===== src/rtl/mbps_pkg.sv =====
package mbps_pkg;

   localparam int MAX_LEN_DEF     = 8;
   localparam int OFFSET_BITS_DEF = 32;

   localparam int DATA_BITS    = 8;
   localparam int OUT_OFF_BITS = 32;
   localparam int PAT_BITS     = 64;
   localparam int MASK_BITS    = 8;
   localparam int LEN_BITS     = 4;

   localparam int CSR_IDX_BITS  = 2;
   localparam int CSR_DATA_BITS = 64;

   localparam logic [CSR_IDX_BITS-1:0] CSR_PATTERN = 2'd0;
   localparam logic [CSR_IDX_BITS-1:0] CSR_MASK    = 2'd1;
   localparam logic [CSR_IDX_BITS-1:0] CSR_LENGTH  = 2'd2;

   typedef struct packed {
      logic [PAT_BITS-1:0]  pattern;
      logic [MASK_BITS-1:0] mask;
      logic [LEN_BITS-1:0]  length;
   } cfg_type;

   typedef struct packed {
      logic shift;
      logic clear;
   } win_ctl_type;

   typedef struct packed {
      logic                    found;
      logic [OUT_OFF_BITS-1:0] match_offset;
   } rsp_type;

   // byte of the given age against the pattern position it lines up with
   function automatic logic pos_hit(logic [DATA_BITS-1:0] d, cfg_type cfg,
                                    logic [LEN_BITS-1:0] age);
      logic [LEN_BITS-1:0] diff;
      logic [2:0]          idx;
      diff = cfg.length - age - 4'd1;
      idx  = diff[2:0];
      if (cfg.length <= age) begin
         return 1'b1;
      end
      return cfg.mask[idx] | (d == cfg.pattern[{idx, 3'b000} +: DATA_BITS]);
   endfunction

endpackage


===== src/rtl/mbps_if.sv =====
interface mbps_req_if;
   import mbps_pkg::*;
   logic                 valid;
   logic                 ready;
   logic [DATA_BITS-1:0] data_byte;
   logic                 last_byte;

   modport source (output valid, output data_byte, output last_byte, input ready);
   modport sink   (input valid, input data_byte, input last_byte, output ready);
endinterface

interface mbps_rsp_if;
   import mbps_pkg::*;
   logic                    valid;
   logic                    ready;
   logic                    found;
   logic [OUT_OFF_BITS-1:0] match_offset;

   modport source (output valid, output found, output match_offset, input ready);
   modport sink   (input valid, input found, input match_offset, output ready);
endinterface


===== src/rtl/masked_byte_pattern_scan.sv =====
// Masked byte pattern scan.
// req_chan takes one byte of a memory region per item, last_byte marking
// the final byte. rsp_chan gives at most one item per region: found = 1 with
// the offset of the first byte of the first match, or found = 0 with offset
// 0 at the last byte when nothing matched. Bytes after a match give nothing.
// Registers go in through csr_we/csr_index/csr_wdata: index 0 pattern bytes,
// 1 wildcard mask, 2 pattern length; the user must write them only between
// regions (not enforced by the block). Throughput: one byte per cycle while
// req_chan.ready is high. The window is a row of MAX_LEN-1 shift cells, each
// comparing its byte in parallel; the full compare and offset subtract sit
// in the accepting cycle, and the result is registered before rsp_chan.
// Reset clears registers, window, byte counter and pending results.
// A stalled receiver is covered by an output register plus a skid entry:
// bytes keep flowing until both hold a result, then req_chan.ready drops
// until rsp_chan.ready returns.
module masked_byte_pattern_scan #(
   parameter int MAX_LEN     = mbps_pkg::MAX_LEN_DEF,
   parameter int OFFSET_BITS = mbps_pkg::OFFSET_BITS_DEF
) (
   input  logic                               clock,
   input  logic                               reset,
   mbps_req_if.sink                           req_chan,
   mbps_rsp_if.source                         rsp_chan,
   input  logic                               csr_we,
   input  logic [mbps_pkg::CSR_IDX_BITS-1:0]  csr_index,
   input  logic [mbps_pkg::CSR_DATA_BITS-1:0] csr_wdata
);
   import mbps_pkg::*;

   cfg_type                cfg_ff;
   logic [OFFSET_BITS-1:0] count_ff, count_in;
   logic                   done_ff, done_in;

   logic [DATA_BITS-1:0]   win [MAX_LEN];
   logic [MAX_LEN-1:0]     hits;
   win_ctl_type            ctl;

   logic                   accept;
   logic                   len_ok;
   logic                   count_sat;
   logic                   count_ok;
   logic                   match;
   logic [LEN_BITS-1:0]    len_m1;
   logic [OFFSET_BITS-1:0] len_m1_ext;
   logic [OFFSET_BITS-1:0] off;
   logic [63:0]            off_wide;
   logic                   push;
   rsp_type                push_data;
   logic                   buf_ready;

   always_ff @(posedge clock) begin
      if (reset) begin
         cfg_ff <= '0;
      end else if (csr_we) begin
         case (csr_index)
            CSR_PATTERN: cfg_ff.pattern <= csr_wdata[PAT_BITS-1:0];
            CSR_MASK:    cfg_ff.mask    <= csr_wdata[MASK_BITS-1:0];
            CSR_LENGTH:  cfg_ff.length  <= csr_wdata[LEN_BITS-1:0];
            default: ;
         endcase
      end
   end

   assign accept         = req_chan.valid && req_chan.ready;
   assign req_chan.ready = buf_ready;

   assign ctl.shift = accept && !done_ff;
   assign ctl.clear = accept && req_chan.last_byte;

   assign win[0]  = req_chan.data_byte;
   assign hits[0] = pos_hit(req_chan.data_byte, cfg_ff, '0);

   for (genvar k = 1; k < MAX_LEN; k++) begin : g_cell
      mbps_cell #(.AGE(k)) u_cell (
         .clock  (clock),
         .reset  (reset),
         .ctl    (ctl),
         .cfg    (cfg_ff),
         .d_prev (win[k-1]),
         .d_out  (win[k]),
         .hit    (hits[k])
      );
   end

   assign len_ok     = (cfg_ff.length != '0) && (cfg_ff.length <= LEN_BITS'(MAX_LEN));
   assign len_m1     = cfg_ff.length - 4'd1;
   assign len_m1_ext = {{(OFFSET_BITS-LEN_BITS){1'b0}}, len_m1};
   assign count_sat  = &count_ff;
   assign count_ok   = count_sat || (count_ff >= len_m1_ext);
   assign match      = len_ok && count_ok && (&hits);

   assign off      = count_sat ? count_ff : (count_ff - len_m1_ext);
   assign off_wide = 64'(off);

   assign push = accept && !done_ff && (match || req_chan.last_byte);
   always_comb begin
      push_data.found        = match;
      push_data.match_offset = '0;
      if (match) begin
         push_data.match_offset = (|off_wide[63:32]) ? '1 : off_wide[31:0];
      end
   end

   always_comb begin
      count_in = count_ff;
      done_in  = done_ff;
      if (accept) begin
         if (req_chan.last_byte) begin
            count_in = '0;
            done_in  = 1'b0;
         end else if (!done_ff) begin
            if (!count_sat) begin
               count_in = count_ff + 1'b1;
            end
            done_in = match;
         end
      end
   end

   always_ff @(posedge clock) begin
      if (reset) begin
         count_ff <= '0;
         done_ff  <= 1'b0;
      end else begin
         count_ff <= count_in;
         done_ff  <= done_in;
      end
   end

   mbps_rsp_buf u_rsp_buf (
      .clock     (clock),
      .reset     (reset),
      .push      (push),
      .push_data (push_data),
      .in_ready  (buf_ready),
      .rsp_chan  (rsp_chan)
   );

   a_match_sets_done: assert property (@(posedge clock) disable iff (reset)
      (accept && !done_ff && match && !req_chan.last_byte) |=> done_ff)
      else $error("match did not close the region");

   a_last_clears: assert property (@(posedge clock) disable iff (reset)
      (accept && req_chan.last_byte) |=> (count_ff == '0) && !done_ff)
      else $error("region state not cleared after last item");

   a_no_push_after_done: assert property (@(posedge clock) disable iff (reset)
      done_ff |-> !push)
      else $error("result after region already matched");

   a_notfound_zero: assert property (@(posedge clock) disable iff (reset)
      (rsp_chan.valid && !rsp_chan.found) |-> (rsp_chan.match_offset == '0))
      else $error("not-found item with nonzero offset");

endmodule


===== src/rtl/mbps_cell.sv =====
module mbps_cell #(
   parameter int AGE = 1
) (
   input  logic                           clock,
   input  logic                           reset,
   input  mbps_pkg::win_ctl_type          ctl,
   input  mbps_pkg::cfg_type              cfg,
   input  logic [mbps_pkg::DATA_BITS-1:0] d_prev,
   output logic [mbps_pkg::DATA_BITS-1:0] d_out,
   output logic                           hit
);
   import mbps_pkg::*;

   logic [DATA_BITS-1:0] d_ff;
   logic [DATA_BITS-1:0] d_in;

   always_comb begin
      d_in = d_ff;
      if (ctl.clear) begin
         d_in = '0;
      end else if (ctl.shift) begin
         d_in = d_prev;
      end
   end

   always_ff @(posedge clock) begin
      if (reset) begin
         d_ff <= '0;
      end else begin
         d_ff <= d_in;
      end
   end

   assign d_out = d_ff;
   assign hit   = pos_hit(d_ff, cfg, LEN_BITS'(AGE));

endmodule


===== src/rtl/mbps_rsp_buf.sv =====
module mbps_rsp_buf (
   input  logic              clock,
   input  logic              reset,
   input  logic              push,
   input  mbps_pkg::rsp_type push_data,
   output logic              in_ready,
   mbps_rsp_if.source        rsp_chan
);
   import mbps_pkg::*;

   logic    out_valid_ff, out_valid_in;
   logic    skid_valid_ff, skid_valid_in;
   rsp_type out_ff, out_in;
   rsp_type skid_ff, skid_in;
   logic    pop;

   assign pop      = out_valid_ff && rsp_chan.ready;
   assign in_ready = !skid_valid_ff;

   always_comb begin
      out_valid_in  = out_valid_ff;
      skid_valid_in = skid_valid_ff;
      out_in        = out_ff;
      skid_in       = skid_ff;
      if (skid_valid_ff) begin
         if (pop) begin
            out_in        = skid_ff;
            skid_valid_in = 1'b0;
         end
      end else if (push) begin
         if (!out_valid_ff || pop) begin
            out_in       = push_data;
            out_valid_in = 1'b1;
         end else begin
            skid_in       = push_data;
            skid_valid_in = 1'b1;
         end
      end else if (pop) begin
         out_valid_in = 1'b0;
      end
   end

   always_ff @(posedge clock) begin
      if (reset) begin
         out_valid_ff  <= 1'b0;
         skid_valid_ff <= 1'b0;
      end else begin
         out_valid_ff  <= out_valid_in;
         skid_valid_ff <= skid_valid_in;
      end
      out_ff  <= out_in;
      skid_ff <= skid_in;
   end

   assign rsp_chan.valid        = out_valid_ff;
   assign rsp_chan.found        = out_ff.found;
   assign rsp_chan.match_offset = out_ff.match_offset;

   a_skid_behind_out: assert property (@(posedge clock) disable iff (reset)
      skid_valid_ff |-> out_valid_ff)
      else $error("skid holds an item while output is empty");

endmodule


===== src/flat_wrapper.sv =====
// flat-port wrapper written by rule: the top's interface ports become plain ports
module masked_byte_pattern_scan_flat import mbps_pkg::*;
#(
   parameter int MAX_LEN     = mbps_pkg::MAX_LEN_DEF,
   parameter int OFFSET_BITS = mbps_pkg::OFFSET_BITS_DEF
)
  (clock, reset, csr_we, csr_index, csr_wdata, req_chan_valid, req_chan_data_byte, req_chan_last_byte, req_chan_ready, rsp_chan_valid, rsp_chan_found, rsp_chan_match_offset, rsp_chan_ready);
  mbps_req_if req_chan_i ();
  mbps_rsp_if rsp_chan_i ();
  input  logic clock;
  input  logic reset;
  input  logic csr_we;
  input  logic [mbps_pkg::CSR_IDX_BITS-1:0] csr_index;
  input  logic [mbps_pkg::CSR_DATA_BITS-1:0] csr_wdata;
  input wire logic [$bits(req_chan_i.valid)-1:0] req_chan_valid;
  input wire logic [$bits(req_chan_i.data_byte)-1:0] req_chan_data_byte;
  input wire logic [$bits(req_chan_i.last_byte)-1:0] req_chan_last_byte;
  output wire logic [$bits(req_chan_i.ready)-1:0] req_chan_ready;
  output wire logic [$bits(rsp_chan_i.valid)-1:0] rsp_chan_valid;
  output wire logic [$bits(rsp_chan_i.found)-1:0] rsp_chan_found;
  output wire logic [$bits(rsp_chan_i.match_offset)-1:0] rsp_chan_match_offset;
  input wire logic [$bits(rsp_chan_i.ready)-1:0] rsp_chan_ready;
  assign req_chan_i.valid = req_chan_valid;
  assign req_chan_i.data_byte = req_chan_data_byte;
  assign req_chan_i.last_byte = req_chan_last_byte;
  assign req_chan_ready = req_chan_i.ready;
  assign rsp_chan_valid = rsp_chan_i.valid;
  assign rsp_chan_found = rsp_chan_i.found;
  assign rsp_chan_match_offset = rsp_chan_i.match_offset;
  assign rsp_chan_i.ready = rsp_chan_ready;
  masked_byte_pattern_scan #(.MAX_LEN(MAX_LEN), .OFFSET_BITS(OFFSET_BITS)) u_core (.clock(clock), .reset(reset), .req_chan(req_chan_i), .rsp_chan(rsp_chan_i), .csr_we(csr_we), .csr_index(csr_index), .csr_wdata(csr_wdata));
endmodule

===== config.mk =====
export PLATFORM = sky130hd
export DESIGN_NAME = masked_byte_pattern_scan_flat
export DESIGN_NICKNAME = d
export VERILOG_FILES = /design/src/rtl/mbps_pkg.sv /design/src/rtl/mbps_if.sv /design/src/rtl/masked_byte_pattern_scan.sv /design/src/rtl/mbps_cell.sv /design/src/rtl/mbps_rsp_buf.sv /design/src/flat_wrapper.sv
export SDC_FILE = /design/constraint.sdc
export NUM_CORES = 1
export LEC_CHECK = 0
export ABC_CLOCK_PERIOD_IN_PS = 6600
export BUFFER_PORTS_ARGS = -buffer_cell sky130_fd_sc_hd__buf_2
export CAP_MARGIN = 5
export CELL_PAD_IN_SITES_DETAIL_PLACEMENT = 1
export CELL_PAD_IN_SITES_GLOBAL_PLACEMENT = 2
export CORE_MARGIN = 5
export CORE_UTILIZATION = 35
export CTS_CLUSTER_SIZE = 25
export DETAILED_ROUTE_END_ITERATION = 7
export GPL_TIMING_DRIVEN = 0
export PLACE_DENSITY_LB_ADDON = 0.1
export SLEW_MARGIN = 20
export SYNTH_ARGS = -nofsm -noshare
export SYNTH_HDL_FRONTEND = slang
export SYNTH_SLANG_ARGS = --single-unit

===== constraint.sdc =====
create_clock -name clock -period 6.6 [get_ports clock]
set_input_delay 1.32 -clock clock [delete_from_list [all_inputs] [get_ports clock]]
set_output_delay 1.32 -clock clock [all_outputs]
set_load 0.01 [all_outputs]

# Yosys cells after proc, flatten, opt, wreduce, memory -nomap -nowiden
# Cells that the tools add are included.
# op_classes
div_mod_pow	0
n_mul	0
magnitude_cmp	18
n_addsub	16
muxes	58
n_bitwise	10
n_eq_ne	14
shift	8
reduce_logical	29
# op_table
op	count
variable part select 64 x 7 -> 8 bit	8
two-way mux 32 bit	5
two-way mux 33 bit	4
== test 8 bit	8
two-way mux 1 bit	41
adder 32 x 1 -> 32 bit (second input constant)	1
greater-or-equal comparator 32 x 4 -> 1 bit	1
< comparator 3 x 4 -> 1 bit (second input constant)	8
AND reduction 32 bit	1
subtractor 32 x 4 -> 32 bit	1
binary-select mux 1 bit (select 3 bit)	8
subtractor 3 x 1 -> 3 bit (second input constant)	7
<= comparator 4 x 3 -> 1 bit (second input constant)	4
AND reduction 3 bit	4
subtractor 3 bit (second input constant)	4
<= comparator 4 x 1 -> 1 bit (second input constant)	2
<= comparator 4 x 2 -> 1 bit (second input constant)	2
logical AND 1 bit	8
OR 1 bit	8
AND reduction 8 bit	1
!= test 2 bit (second input constant)	3
AND reduction 2 bit	3
nonzero test 2 bit	3
subtractor 3 x 2 -> 3 bit (second input constant)	2
other kinds (11)	16
# word_totals
word_cells	171
regBits	233
mem_bits_rw	0
latchBits	0
n_memories	0
mem_bits_ro	0

# Depth between registers and ports, before layout
# logic_depth
ltp_word	12
mapped_depth	19
depth_no_buf	14

# Hierarchy
# From an unflattened synthesis, not the netlist that was laid out.
# unflattened
hier_cells	1443
area_unflattened_um2	15543.7
# by_module_without_submodules
mod	cells_per_inst	seq_area_each_um2	area_per_inst_um2	instances
masked_byte_pattern_scan	735	2182.1	5895.7	1
mbps_rsp_buf	116	2021.9	2504.9	1
mbps_cell at u_core.g_cell[5].u_cell	98	160.2	1071.0	1
mbps_cell at u_core.g_cell[6].u_cell	83	160.2	1068.5	1
mbps_cell at u_core.g_cell[4].u_cell	83	160.2	1058.5	1
mbps_cell at u_core.g_cell[2].u_cell	82	160.2	1054.8	1
mbps_cell at u_core.g_cell[3].u_cell	75	160.2	970.9	1
mbps_cell at u_core.g_cell[1].u_cell	90	160.2	967.2	1
mbps_cell at u_core.g_cell[7].u_cell	81	160.2	952.2	1

# Worst setup path before layout
# Ideal clock, no wire load.
# synth_timing
path_type	register to register
from	register u_core.cfg_ff[0] (netlist name)
to	register u_core.u_rsp_buf.skid_ff[0] (netlist name), enable pin
arrival_time_ps	5913
path_buffers	6
stages_incl_launch_ff	17
slack_ps	234
cell_sequence	dfxtp_1 > buf_6 > buf_12 > buf_6 > inv_2 > buf_6 > ha_1 > buf_2 > buf_2 > mux4_2 > xnor2_1 > nand4_1 > o21ai_0 > nand4_1 > nor4_2 > nand3_4 > a2111oi_2
# synth_between
elab_chain_cells	11
word_cells_on_any_way	89
classes_between	add/sub: 14; order compare: 10; eq/ne: 8; shift: 8; mux: 32; bitwise: 8; reduce/logical: 9
# synth_rtl
item	line_no	rtl
start: declaration	masked_byte_pattern_scan.sv:30	cfg_type cfg_ff;
subtractor 4 x 1 -> 4 bit (tied with other cells)	masked_byte_pattern_scan.sv:86	assign len_m1 = cfg_ff.length - 4'd1;
subtractor 3 x 1 -> 3 bit	mbps_pkg.sv:40	diff = cfg.length - age - 4'd1;
variable part select 64 x 7 -> 8 bit / binary-select mux 1 bit (select 3 bit) (equally long branches)	mbps_pkg.sv:45	return cfg.mask[idx] | (d == cfg.pattern[{idx, 3'b000} +: DATA_BITS]);
== test 8 bit / two-way mux 1 bit (equally long branches)	mbps_pkg.sv:45	
OR 1 bit	mbps_pkg.sv:45	
two-way mux 1 bit	mbps_pkg.sv:45	
AND reduction 8 bit	masked_byte_pattern_scan.sv:90	assign match = len_ok && count_ok && (&hits);
logical AND 1 bit *	masked_byte_pattern_scan.sv:90	
logical OR 1 bit *	masked_byte_pattern_scan.sv:95	assign push = accept && !done_ff && (match || req_chan.last_byte);
logical AND 1 bit *	masked_byte_pattern_scan.sv:95	
AND reduction 3 bit (no source line) *	n/a	
end signal: assignment	mbps_rsp_buf.sv:52	skid_ff <= skid_in;
end: declaration	mbps_rsp_buf.sv:14	rsp_type skid_ff, skid_in;
# Every way passes the cells marked *; elsewhere a longest branch is shown, timed or not. The select of a mux whose other input is x is not followed.
# A chain may end at the register's enable or synchronous reset.

# Worst setup path after layout
# layout_timing
from	register u_core.cfg_ff[0] (netlist name)
to	register u_core.u_rsp_buf.skid_ff[29] (netlist name), enable pin
# Same word-level chain as after synthesis.

==> implementation parameters <==
Parameter                              Value

Flow run
  MaxCap Viol Count    0

Clock network
  Clock transition at the registers of the reported paths    0.06 ns
  CTS root buf    sky130_fd_sc_hd__clkbuf_16
  TritonCTS clock tree    built
  Clock latency at the later pin of the worst-skew pair    0.57 ns
  Cts bufs inserted    27
  Clock buffer depth    3
  H-Tree Depth    1
  Number of buffers inserted for hold repair after clock tree synthesis    0
  Clock sinks    233

Critical path
  Kind of start point of the critical path    flop
  Worst EP arrival    6.48 ns
  Endpoint of the worst register-to-register path    u_core.u_rsp_buf.skid_ff[29]
  Critical Path RT    6.87 ns
  Reg-to-Reg Start    u_core.cfg_ff[0]
  Worst Reg-to-Reg Cells    19
  Crit Path Class    flop to flop
  Capturing element type of the critical path    flop
  Largest driver fanout on the critical path    12
  Register-to-Register Setup Slack    0.39 ns

Outcome
  Outcome    completed

STA
  Hold slack    0.477 ns
  Slew Limit Headroom    20.8%
  Max-slew violation total from the final report    0
  Final Hold Violating Endpoints    0
  Final Cycle Share    94.1%
  Maximum clock frequency    0.161 GHz
  Actual slew at the worst max-slew pin    1.18 ns
  Unrepaired setup endpoints after global routing    no
  Clock skew after layout    0.00885 ns
  Total setup violations reported at the end of the flow    0
  Clock period minus final worst setup slack    6.21 ns

Route
  Number of vias after detailed routing    11900
  DRT Pass-1 Iters    5
  Detail-routed net length per standard cell    23.6 microns
  DRC marker count from the first detailed-route iteration    633
  Final antenna-violating net count    0
  Number of remaining DRC errors    0
  Via count normalized by instance count    5.50
  Post-detailed-routing wire length    50.9 mm

Global routing
  GRT Resource Usage Total    22.6%
  Largest net degree at the start of global routing    19
  Global-route wire length before repair    76.6 mm
  Via count of the first global-routing pass    12200
  GR Overflow Total    0
  Antenna violations before repair    0

Logic synthesis
  Flops & latches, synth    233
  Share of the synthesized area in the top cell type    23.9%
  Combinational family with the most area after synthesis    multiplexers
  Number of instances in the synthesized netlist    1460
  Avg Cell Area, Syn    9.58 sq um
  Simple-gate area share of the yosys netlist    17.5%
  Most frequent cell after synthesis    sky130_fd_sc_hd__nand2_1
  Synth Area in Compound Gates    9.92%
  Total standard cell area after synthesis    0.0140 sq mm
  Async set-reset flop share out of synthesis    0%
  Post-Synth Adder-Cell Area    1.39%
  Unique cell type count in the Yosys netlist    63
  Post-synthesis cell type with the largest combined area    sky130_fd_sc_hd__dfxtp_1
  Sequential element share of the synthesized area    38.1%
  Net count after synthesis    1555
  Number of flops mapped to enable cells by yosys    66
  Share of cell area taken by muxes after synthesis    19.5%
  Leading post-synthesis cells by cell area    sky130_fd_sc_hd__dfxtp_1 (24%), sky130_fd_sc_hd__edfxtp_1 (14%), sky130_fd_sc_hd__mux4_2 (13%)
  Xor and xnor fraction of the mapped netlist area    9.49%
  Primary FF master, synth    sky130_fd_sc_hd__dfxtp_1
  Total of warnings raised by yosys    0
  Top cell types by occurrence after synthesis    sky130_fd_sc_hd__nand2_1 (302), sky130_fd_sc_hd__dfxtp_1 (167), sky130_fd_sc_hd__a21oi_1 (138)

Final layout
  Nets    1705
  Antenna Diode Count    0
  FF+latch area    0.00533 sq mm
  Layout cells sized above 1    19.0%
  Filler Cells Inserted    4567
  Final Cell Area    0.0163 sq mm
  Multi-input gate area in the final layout    0.00811 sq mm
  Area growth syn-to-layout    16.2%

Worst hold path
  Hold worst-path end    u_core.g_cell[7].u_cell.d_out[4]
  Count of cells along the worst hold path    2
  Startpoint of the tightest hold check path    u_core.g_cell[7].u_cell.d_out[4]
  Worst min path class    flop to flop

Power and ir drop
  Total power divided by cell area    218 mW/mm^2
  Total leakage power    0.00568 uW
  Max rail drop VDD    0.000173 V

Floorplanning
  Die height    210 microns
  Top-Level Pins    115
  CORE AREA    0.0396 sq mm
  Width of the chip    210 microns
  Number of standard-cell rows in the floorplan    73
  Overall die area    0.0441 sq mm
  Starting density of the core    35.3%

Placed design
  Total half-perimeter wirelength after legalization and detailed placement    39.9 mm
  Quantity of I/O buffers inserted on ports    113
  Routability-driven placement congestion ratio    0.944
  Instance area at placement    0.0153 sq mm
## report_power, final
part	total (uW)	switching [uW]	internal, uW
combinational	400	235	165
clock	1590	630	958
sequential	1550	49.6	1500
total	3540	915	2620
## state kept, by name (all words and copies together), names as in the netlist, 32 cells and up
register                                cells
u_core.cfg_ff                              76
u_core.g_cell.u_cell.d_out                 56
u_core.u_rsp_buf.skid_ff                   33
u_core.count_ff                            32
u_core.u_rsp_buf.rsp_chan.match_offset     32
## stage by stage
stage	total power, uW	TNS, ns	util (%)	worst slack, ns	instances
after global placement	1970	-153.81	38.4	-2.77	2098
after global routing	3680	0	41.0	0.0854	2156
final	3540	0	41.0	0.390	2156
after detailed placement	1980	-9.17	38.6	-0.270	2103
after CTS	3590	0	40.9	0.0392	2152
after floorplan	1820	0	-	0.234	1460
## layout by cell type (no fill, tap or decap), drive strengths merged, types with 10 or more instances in the layout
| master | netlist | layout |
|---|---|---|
| mux2i | 66 | 66 |
| xor2 | 49 | 49 |
| mux4 | 86 | 86 |
| mux2 | 11 | 11 |
| nor3 | 19 | 19 |
| clkbuf | 64 | 96 |
| or3 | 11 | 11 |
| ha | 14 | 14 |
| nand4 | 27 | 27 |
| nor4 | 22 | 22 |
| buf | 44 | 166 |
| inv | 11 | 12 |
| o31ai | 34 | 34 |
| nand2b | 14 | 14 |
| edfxtp | 66 | 66 |
| a21oi | 138 | 138 |
| nor2 | 97 | 97 |
| o21ai | 22 | 22 |
| nand2 | 302 | 302 |
| xnor2 | 100 | 100 |
| nor2b | 10 | 10 |
| dfxtp | 167 | 167 |
| clkinv | 0 | 11 |
| o22ai | 15 | 15 |
| nand3 | 13 | 13 |
## layer usage
metal  GRT usage, %  up-vias  wire [microns]
li1               -     5539               -
met1           27.8     5853           20600
met2           39.6      361           25100
met3           3.60      109            2760
met4           9.11        0            2420
met5              0        -               0
## critical path: stages (launching register included)
cell	delay, ns
sky130_fd_sc_hd__dfxtp_1	0.60
sky130_fd_sc_hd__buf_6	0.28
sky130_fd_sc_hd__buf_12	0.17
sky130_fd_sc_hd__buf_6	0.17
sky130_fd_sc_hd__inv_2	0.16
sky130_fd_sc_hd__buf_6	0.23
sky130_fd_sc_hd__ha_1	0.46
sky130_fd_sc_hd__buf_2	0.34
sky130_fd_sc_hd__buf_2	0.36
sky130_fd_sc_hd__buf_2	0.37
sky130_fd_sc_hd__mux4_2	0.35
sky130_fd_sc_hd__mux2i_1	0.33
sky130_fd_sc_hd__xnor2_1	0.10
sky130_fd_sc_hd__nor3_1	0.19
sky130_fd_sc_hd__nand4_1	0.16
sky130_fd_sc_hd__o31ai_1	0.43
sky130_fd_sc_hd__nand3_4	0.27
sky130_fd_sc_hd__a2111oi_4	0.37
sky130_fd_sc_hd__buf_4	0.28
sky130_fd_sc_hd__buf_4	0.24
## cell type report
type                            count  area share [%]
Sequential cell                   233            32.8
Clock buffer                       33            4.36
Clock inverter                     17            1.35
Tap cell                          525            4.04
Timing Repair Buffer              122            4.04
Inverter                           11           0.254
Multi-Input combinational cell   1108            49.9
Buffer                            107            3.28
## worst max path at each step
stage / startpoint / end / slack (ns) / cells after the start
after floorplan: u_core.cfg_ff[0] / u_core.u_rsp_buf.skid_ff[0] / 0.23 / 16
after global placement: u_core.cfg_ff[2] / u_core.u_rsp_buf.skid_ff[31] / -2.77 / 15
after detailed placement: u_core.cfg_ff[2] / u_core.u_rsp_buf.skid_ff[31] / -0.27 / 17
after CTS: u_core.cfg_ff[0] / u_core.u_rsp_buf.skid_ff[32] / 0.04 / 19
after global routing: u_core.cfg_ff[0] / u_core.u_rsp_buf.skid_ff[31] / 0.09 / 19
final: u_core.cfg_ff[0] / u_core.u_rsp_buf.skid_ff[29] / 0.39 / 19
## logic make-up after synthesis
logic type / after synthesis
buffers and inverters: 119
xor gates and xnor gates: 150
AOI/OAI and AO/OA: 234
adders and majority gates: 15
and+or+nand+nor: 546
muxes: 163
DFF: 233
## timing repair
item	CTS	global route
buffers inserted	0	4
gates resized for setup	1	0
setup endpoints to repair	57	48
pin swaps	0	2
No activity file was read; power rests on OpenSTA's default activity.
